`config.mk`:
```
export PLATFORM = sky130hd
export DESIGN_NAME = websocket_frame_encoder
export DESIGN_NICKNAME = d
export VERILOG_FILES = /design/src/rtl/wsfe_pkg.sv /design/src/rtl/wsfe_front.sv /design/src/rtl/wsfe_queue.sv /design/src/rtl/wsfe_back.sv /design/src/rtl/websocket_frame_encoder.sv
export SDC_FILE = /design/constraint.sdc
export NUM_CORES = 1
export LEC_CHECK = 0
export BUFFER_PORTS_ARGS = -buffer_cell sky130_fd_sc_hd__buf_2
export CAP_MARGIN = 15
export CORE_UTILIZATION = 35
export CTS_CLUSTER_DIAMETER = 80
export DETAILED_ROUTE_END_ITERATION = 6
export HOLD_SLACK_MARGIN = 0.05
export PLACE_DENSITY = 0.48
export SLEW_MARGIN = 0
export SYNTH_ARGS = -nofsm -noshare
export SYNTH_HDL_FRONTEND = slang
export SYNTH_HIERARCHICAL = 1
export SYNTH_SLANG_ARGS = --single-unit
```
`constraint.sdc`:
```
create_clock -name clk -period 11.35 [get_ports clk]
set_clock_uncertainty 0.2 [all_clocks]
set_input_delay 2.27 -clock clk [delete_from_list [all_inputs] [get_ports clk]]
set_output_delay 2.27 -clock clk [all_outputs]
set_load 0.05 [all_outputs]
```
`src/rtl/wsfe_pkg.sv`:
```
package wsfe_pkg;

  // request kinds
  localparam logic REQ_HEADER  = 1'b0;
  localparam logic REQ_PAYLOAD = 1'b1;

  // length field encodings (RFC 6455)
  localparam logic [62:0] LEN7_MAX  = 63'd125;
  localparam logic [62:0] LEN16_MAX = 63'd65535;
  localparam logic [7:0]  CODE16    = 8'd126;
  localparam logic [7:0]  CODE64    = 8'd127;
  localparam logic [3:0]  OPCODE_MASK = 4'hf;

  // header length formats chosen by the front end
  localparam logic [1:0] FMT_SHORT = 2'd0;
  localparam logic [1:0] FMT_LEN16 = 2'd1;
  localparam logic [1:0] FMT_LEN64 = 2'd2;

  // byte position of the last header byte per format
  localparam logic [3:0] LAST_SHORT = 4'd1;
  localparam logic [3:0] LAST_LEN16 = 4'd3;
  localparam logic [3:0] LAST_LEN64 = 4'd9;

  typedef struct packed {
    logic        req_type;
    logic        fin_bit;
    logic [3:0]  opcode;
    logic [62:0] payload_length;
    logic [7:0]  payload_byte;
  } in_req_t;

  typedef struct packed {
    logic [7:0] out_byte;
    logic       is_header;
    logic       end_of_frame;
    logic       last_of_run;
    logic       status;
  } out_res_t;

  // classified command passed from front end to back end
  typedef struct packed {
    logic        is_hdr;
    logic [1:0]  fmt;
    logic [7:0]  byte0;
    logic [62:0] len;
    logic        len_zero;
    logic [7:0]  data;
    logic        eof;
    logic        status;
  } cmd_t;

endpackage

```
`src/rtl/wsfe_front.sv`:
```
module wsfe_front (
  input  logic              clk,
  input  logic              rst_n,
  input  logic              acc,
  input  wsfe_pkg::in_req_t req,
  output logic              push,
  output wsfe_pkg::cmd_t    cmd
);

  logic [62:0] rem_r, rem_nxt;
  logic        rem_zero;

  assign rem_zero = (rem_r == 63'd0);
  assign push     = acc;

  // classify request, build command
  always_comb begin
    cmd          = '0;
    cmd.is_hdr   = (req.req_type == wsfe_pkg::REQ_HEADER);
    cmd.byte0    = {req.fin_bit, 3'b000, req.opcode & wsfe_pkg::OPCODE_MASK};
    cmd.len      = req.payload_length;
    cmd.len_zero = (req.payload_length == 63'd0);
    cmd.data     = req.payload_byte;
    if (req.payload_length <= wsfe_pkg::LEN7_MAX) begin
      cmd.fmt = wsfe_pkg::FMT_SHORT;
    end else if (req.payload_length <= wsfe_pkg::LEN16_MAX) begin
      cmd.fmt = wsfe_pkg::FMT_LEN16;
    end else begin
      cmd.fmt = wsfe_pkg::FMT_LEN64;
    end
    cmd.status = !cmd.is_hdr && rem_zero;
    cmd.eof    = !cmd.is_hdr && (rem_r == 63'd1);
  end

  // payload bytes still due
  always_comb begin
    rem_nxt = rem_r;
    if (acc) begin
      if (req.req_type == wsfe_pkg::REQ_HEADER) begin
        rem_nxt = req.payload_length;
      end else if (!rem_zero) begin
        rem_nxt = rem_r - 63'd1;
      end
    end
  end

  always_ff @(posedge clk) begin
    if (!rst_n) begin
      rem_r <= '0;
    end else begin
      rem_r <= rem_nxt;
    end
  end

endmodule

```
`src/rtl/wsfe_queue.sv`:
```
module wsfe_queue #(
  parameter int DEPTH = 4
) (
  input  logic           clk,
  input  logic           rst_n,
  input  logic           push,
  input  wsfe_pkg::cmd_t wr_cmd,
  input  logic           pop,
  output logic           full,
  output logic           not_empty,
  output wsfe_pkg::cmd_t rd_cmd
);

  localparam int PTR_W = (DEPTH > 1) ? $clog2(DEPTH) : 1;
  localparam int CNT_W = $clog2(DEPTH + 1);
  localparam logic [PTR_W-1:0] LAST_PTR = PTR_W'(DEPTH - 1);

  wsfe_pkg::cmd_t   entry_r [DEPTH];
  logic [PTR_W-1:0] wr_ptr_r, wr_ptr_nxt;
  logic [PTR_W-1:0] rd_ptr_r, rd_ptr_nxt;
  logic [CNT_W-1:0] count_r, count_nxt;

  assign full      = (count_r == CNT_W'(DEPTH));
  assign not_empty = (count_r != '0);
  assign rd_cmd    = entry_r[rd_ptr_r];

  // pointer and fill count update
  always_comb begin
    wr_ptr_nxt = wr_ptr_r;
    rd_ptr_nxt = rd_ptr_r;
    count_nxt  = count_r;
    if (push) begin
      wr_ptr_nxt = (wr_ptr_r == LAST_PTR) ? '0 : wr_ptr_r + PTR_W'(1);
    end
    if (pop) begin
      rd_ptr_nxt = (rd_ptr_r == LAST_PTR) ? '0 : rd_ptr_r + PTR_W'(1);
    end
    if (push && !pop) begin
      count_nxt = count_r + CNT_W'(1);
    end else if (pop && !push) begin
      count_nxt = count_r - CNT_W'(1);
    end
  end

  always_ff @(posedge clk) begin
    if (!rst_n) begin
      wr_ptr_r <= '0;
      rd_ptr_r <= '0;
      count_r  <= '0;
    end else begin
      wr_ptr_r <= wr_ptr_nxt;
      rd_ptr_r <= rd_ptr_nxt;
      count_r  <= count_nxt;
    end
  end

  // entry storage, no reset
  always_ff @(posedge clk) begin
    if (push) begin
      entry_r[wr_ptr_r] <= wr_cmd;
    end
  end

  a_count_bound: assert property (@(posedge clk) disable iff (!rst_n)
    count_r <= CNT_W'(DEPTH))
    else $error("queue count beyond depth");

  a_no_overflow: assert property (@(posedge clk) disable iff (!rst_n)
    !(push && full))
    else $error("push into full queue");

  a_no_underflow: assert property (@(posedge clk) disable iff (!rst_n)
    !(pop && !not_empty))
    else $error("pop from empty queue");

endmodule

```
`src/rtl/wsfe_back.sv`:
```
module wsfe_back (
  input  logic               clk,
  input  logic               rst_n,
  input  logic               cmd_valid,
  input  wsfe_pkg::cmd_t     cmd,
  output logic               pop,
  output logic               out_valid,
  input  logic               out_stall,
  output wsfe_pkg::out_res_t out_data
);

  logic [3:0]         idx_r, idx_nxt;
  logic               out_valid_r, out_valid_nxt;
  wsfe_pkg::out_res_t out_data_r, res;
  logic [3:0]         last_idx;
  logic               is_last;
  logic               load;
  logic [63:0]        len64;

  assign out_valid = out_valid_r;
  assign out_data  = out_data_r;
  assign len64     = {1'b0, cmd.len};

  // output register free or being drained
  assign load = cmd_valid && (!out_valid_r || !out_stall);

  always_comb begin
    unique case (cmd.fmt)
      wsfe_pkg::FMT_SHORT: last_idx = wsfe_pkg::LAST_SHORT;
      wsfe_pkg::FMT_LEN16: last_idx = wsfe_pkg::LAST_LEN16;
      default:             last_idx = wsfe_pkg::LAST_LEN64;
    endcase
  end

  assign is_last = !cmd.is_hdr || (idx_r == last_idx);
  assign pop     = load && is_last;

  // select the byte for the current position
  always_comb begin
    res = '0;
    if (cmd.is_hdr) begin
      res.is_header    = 1'b1;
      res.last_of_run  = is_last;
      res.end_of_frame = is_last && cmd.len_zero;
      case (idx_r)
        4'd0: res.out_byte = cmd.byte0;
        4'd1: begin
          unique case (cmd.fmt)
            wsfe_pkg::FMT_SHORT: res.out_byte = {1'b0, cmd.len[6:0]};
            wsfe_pkg::FMT_LEN16: res.out_byte = wsfe_pkg::CODE16;
            default:             res.out_byte = wsfe_pkg::CODE64;
          endcase
        end
        4'd2: res.out_byte = (cmd.fmt == wsfe_pkg::FMT_LEN16) ? len64[15:8] : len64[63:56];
        4'd3: res.out_byte = (cmd.fmt == wsfe_pkg::FMT_LEN16) ? len64[7:0] : len64[55:48];
        4'd4: res.out_byte = len64[47:40];
        4'd5: res.out_byte = len64[39:32];
        4'd6: res.out_byte = len64[31:24];
        4'd7: res.out_byte = len64[23:16];
        4'd8: res.out_byte = len64[15:8];
        default: res.out_byte = len64[7:0];
      endcase
    end else begin
      res.out_byte     = cmd.status ? 8'd0 : cmd.data;
      res.end_of_frame = cmd.eof;
      res.last_of_run  = 1'b1;
      res.status       = cmd.status;
    end
  end

  // header byte position and output valid
  always_comb begin
    idx_nxt       = idx_r;
    out_valid_nxt = out_valid_r;
    if (load) begin
      idx_nxt       = is_last ? 4'd0 : idx_r + 4'd1;
      out_valid_nxt = 1'b1;
    end else if (!out_stall) begin
      out_valid_nxt = 1'b0;
    end
  end

  always_ff @(posedge clk) begin
    if (!rst_n) begin
      idx_r       <= '0;
      out_valid_r <= 1'b0;
    end else begin
      idx_r       <= idx_nxt;
      out_valid_r <= out_valid_nxt;
    end
  end

  always_ff @(posedge clk) begin
    if (load) begin
      out_data_r <= res;
    end
  end

  a_idx_range: assert property (@(posedge clk) disable iff (!rst_n)
    idx_r <= wsfe_pkg::LAST_LEN64)
    else $error("header byte position out of range");

  a_idx_wrap: assert property (@(posedge clk) disable iff (!rst_n)
    pop |=> (idx_r == 4'd0))
    else $error("byte position not cleared after pop");

  a_err_last: assert property (@(posedge clk) disable iff (!rst_n)
    (out_valid_r && out_data_r.status) |-> (out_data_r.last_of_run && !out_data_r.is_header))
    else $error("dropped byte result malformed");

endmodule

```
`src/rtl/websocket_frame_encoder.sv`:
```
// Each accepted request is queued, then loaded into the back end's output register.
// Throughput: one payload request per cycle unless stalled; a header request emits
//   2, 4 or 10 bytes, one per cycle, from the back end's single output register.
// The request queue (QUEUE_DEPTH entries) absorbs input while headers drain.
// Reset (rst_n low, synchronous) clears the byte-due counter, queue and out_valid.
module websocket_frame_encoder #(
  parameter int QUEUE_DEPTH = 4
) (
  input  logic               clk,
  input  logic               rst_n,
  input  logic               in_valid,
  output logic               in_stall,
  input  wsfe_pkg::in_req_t  in_data,
  output logic               out_valid,
  input  logic               out_stall,
  output wsfe_pkg::out_res_t out_data
);

  logic           acc;
  logic           push;
  logic           pop;
  logic           q_full;
  logic           q_not_empty;
  wsfe_pkg::cmd_t front_cmd;
  wsfe_pkg::cmd_t head_cmd;

  assign in_stall = q_full;
  assign acc      = in_valid && !q_full;

  wsfe_front u_front (
    .clk   (clk),
    .rst_n (rst_n),
    .acc   (acc),
    .req   (in_data),
    .push  (push),
    .cmd   (front_cmd)
  );

  wsfe_queue #(
    .DEPTH (QUEUE_DEPTH)
  ) u_queue (
    .clk       (clk),
    .rst_n     (rst_n),
    .push      (push),
    .wr_cmd    (front_cmd),
    .pop       (pop),
    .full      (q_full),
    .not_empty (q_not_empty),
    .rd_cmd    (head_cmd)
  );

  wsfe_back u_back (
    .clk       (clk),
    .rst_n     (rst_n),
    .cmd_valid (q_not_empty),
    .cmd       (head_cmd),
    .pop       (pop),
    .out_valid (out_valid),
    .out_stall (out_stall),
    .out_data  (out_data)
  );

endmodule

```
==> flow_metrics.tcl <==
set metrics [dict create \
    status "finished clean" \
    register_area_mm2 0.0121 \
    finalMaxSlewViolations 0 \
    yosysMostFrequentCell "edfxtp_1" \
    place.port_buffers 94 \
    intPower_mw 3.32 \
    setup-tns-final_ns 0 \
    async_reset_ff_share_pct 0 \
    vdd_drop_max_v 0.000109 \
    drtIter0Drc 1115 \
    fill_cells 5165 \
    synth_area_mm2 0.0196 \
    crit_fanout 34 \
    cp_cell_sequence "buf_4 > mux4_2 > and3b_1 > a31oi_1 > o21ai_1 > and2_1 > inv_1 > ha_1 > inv_1 > fa_1 > xor2_1 > or3_1 > a21boi_0" \
    clkSlewWorstSetupHoldPaths_ns 0.06 \
    relSlewSlack_pct 31.0 \
    post_cts_resized 0 \
    fp.dieW_um 239 \
    yosysTopAreaCell "edfxtp_1" \
    crit_buf_inv 3 \
    cts_made_buffers 48 \
    dpl_cell_area_mm2 0.0200 \
    synth_flop_cell "edfxtp_1" \
    core-area_mm2 0.0552 \
    grt_first_pass_wirelength_mm 79.2 \
    ys_warn_count 6 \
    period_needed_ns 4.76 \
    ant_nets 0 \
    path_delay_family "buffers and inverters" \
    cts.path.max_buffers 3 \
    ios 95 \
    synth_area_leaders "edfxtp_1 54%, mux4_2 9.8%, dfxtp_1 7.9%" \
    total_power_mw 4.85 \
    first_global_vias 11900 \
    critical_path_class "reg -> reg" \
    critPathRequiredTime_ns 11.64 \
    rsz0062_at_grt "false" \
    track_usage_pct 18.8 \
    stdcell_area_mm2 0.0216 \
    swShare_pct 31.6 \
    yosys.area.top_type_share_pct 53.9 \
    gp_congestion 0.837 \
    pwr-share-comb_pct 26.3 \
    cts_hold_buf 0 \
    synth-seq-area-share_pct 61.7 \
    antenna_found_initial 0 \
    critPathMostFrequentCell "inv_1" \
    diodes 0 \
    slowest_delay_ns 0.73 \
    drt-total-wl_mm 53.0 \
    synth_edf_count 352 \
    grt_max_degree 75 \
    finalSetupViolCount 0 \
    hold_path_class "reg -> reg" \
    clock_latency_ns 0.58 \
    syn_to_final_growth_pct 10.1 \
    overflow 0 \
    syn_inst 1382 \
    cp-start-kind "flop" \
    dr.pass1.iters 5 \
    fmax_mhz 210 \
    drc 0 \
    viasPerCell 5.55 \
    num_rows 86 \
    die_h_um 239 \
    root_buffer "clkbuf_16" \
    hold_ws_ns 0.265 \
    worst_pin_slew_ns 1.03 \
    period_share_pct 41.9 \
    nets 1473 \
    p_seq_share_pct 41.8 \
    slowest_stage "mux4_2" \
    dpl.hpwl_mm 34.4 \
    post-cts-setup-buffers 0 \
    max_cap_viol_count 0 \
    dr_total_vias 12000 \
    finalHoldViolCount 0 \
    final_core_util_pct 39.1 \
    p_per_area_mw_per_mm2 224 \
    p_leak_nw 7.03 \
    yosys-top-cells-count "352 x edfxtp_1, 87 x buf_4, 85 x mux4_2, 77 x dfxtp_1, 72 x nand2_1" \
    arrival_ns 5.05 \
    ys_ff_latch 429 \
    drive_gt1_share_pct 22.2 \
    avgSynthCellArea_um2 14.2 \
    p_sw_mw 1.53 \
    multi_input_area_mm2 0.00629 \
    endpoint_kind "flop" \
    dieArea_mm2 0.0570 \
    cts_sinks 429 \
    htreeDepth 2 \
    detail_route.wl_per_cell_um 24.5 \
    clock_power_share_pct 31.9 \
    cts_tree "yes" \
    start_util_pct 35.6 \
    synth_cell_types 86 \
]
tightest hold or removal path, cell delays in order, from the launching register on:
cell and delay [ns]:
dfxtp_1 0.31, nand2_1 0.05, o2bb2ai_1 0.05
kinds of logic (layout without fill, tap and decap cells):
family / Yosys count / in the layout / synth area share (%)
flops: 429 / 429 / 61.7
mux: 103 / 103 / 10.8
buf+inv: 193 / 225 / 6.34
other cells: 1 / 3 / 0.0191
simple gates: 343 / 343 / 9.61
xor+xnor: 6 / 6 / 0.268
compound gates: 294 / 294 / 10.4
fa+ha+maj: 13 / 13 / 0.867
worst paths after layout:
| path | startpoint | to | slack (ns) | cells after the start |
|---|---|---|---|---|
| max | flop | u_queue/count_r[2]$_SDFFE_PN0P_ | 6.59 | 13 |
| min | u_front/rem_r[30]$_SDFFE_PN0P_ | u_front/rem_r[30]$_SDFFE_PN0P_ | 0.26 | 2 |
| max reg2reg | flop | u_queue/count_r[2]$_SDFFE_PN0P_ | 6.59 | 13 |
| min reg2reg | u_front/rem_r[30]$_SDFFE_PN0P_ | u_front/rem_r[30]$_SDFFE_PN0P_ | 0.26 | 2 |
cell usage in the layout, fill, tap and decap left out, types with 9 or more instances in the layout:
master | synthesis | routed
nand4_1 | 10 | 10
nand3_1 | 22 | 22
nor2b_1 | 23 | 23
a31oi_1 | 28 | 28
buf_2 | 17 | 93
a21oi_1 | 60 | 60
clkbuf_1 | 39 | 10
mux2_2 | 9 | 9
inv_1 | 28 | 27
buf_4 | 87 | 17
mux4_2 | 85 | 85
a21boi_0 | 11 | 10
and2_1 | 13 | 9
clkbuf_16 | 0 | 49
and3_1 | 10 | 10
nor4_1 | 32 | 32
nor2_1 | 70 | 70
or3_1 | 11 | 11
a41oi_1 | 9 | 9
o221a_2 | 11 | 11
ha_1 | 12 | 12
a22oi_1 | 18 | 18
o22ai_1 | 22 | 22
nand2_1 | 72 | 72
edfxtp_1 | 352 | 352
dfxtp_1 | 77 | 75
o2bb2ai_1 | 9 | 9
o211ai_1 | 11 | 11
nor3_1 | 28 | 28
o21ai_0 | 40 | 40
area by class of cell:
class	instances	share of cell area, %
Clock buffer	61	5.98
Clock inverter	26	1.25
Inverter	28	0.486
Multi-Input combinational cell	762	29.1
Sequential cell	429	56.1
Tap cell	748	4.33
Timing Repair Buffer	110	2.74
power groups by stage:
stage	sequential (mW)	clock (mW)	combinational [mW]
floorplan	2.09	0	0.904
global placement	2.05	0	1.28
detailed placement	2.06	0	1.29
CTS	2.03	1.59	1.29
global route	2.05	1.65	1.37
finish	2.02	1.55	1.27
state kept, by name, indices dropped and copies added, names as in the netlist, named ones only:
signal and flops:
u_queue/entry_r 340, u_front/rem_r 63, u_back/out_data 12, u_back/idx_r 4
u_queue/count_r 3, u_queue/rd_ptr_r 2, u_queue/wr_ptr_r 2, u_back/out_valid 1
stage by stage:
step,std cells,setup slack [ns]
floorplan,1384,6.15
global placement,2077,6.28
detailed placement,2077,6.25
CTS,2164,6.46
global route,2164,6.22
finish,2164,6.59
layer usage:
metal  vias to the layer above  share of wire [%]  track usage [%]  routed length, um
met5                         -                  0                0                  0
met4                         0                1.5             3.81                769
met3                        63                4.8             2.94               2560
met1                      6205                 46             26.8              24400
met2                       358                 48             30.3              25300
li1                       5389                  -                -                  -
No activity file was read; power rests on OpenSTA's default activity.
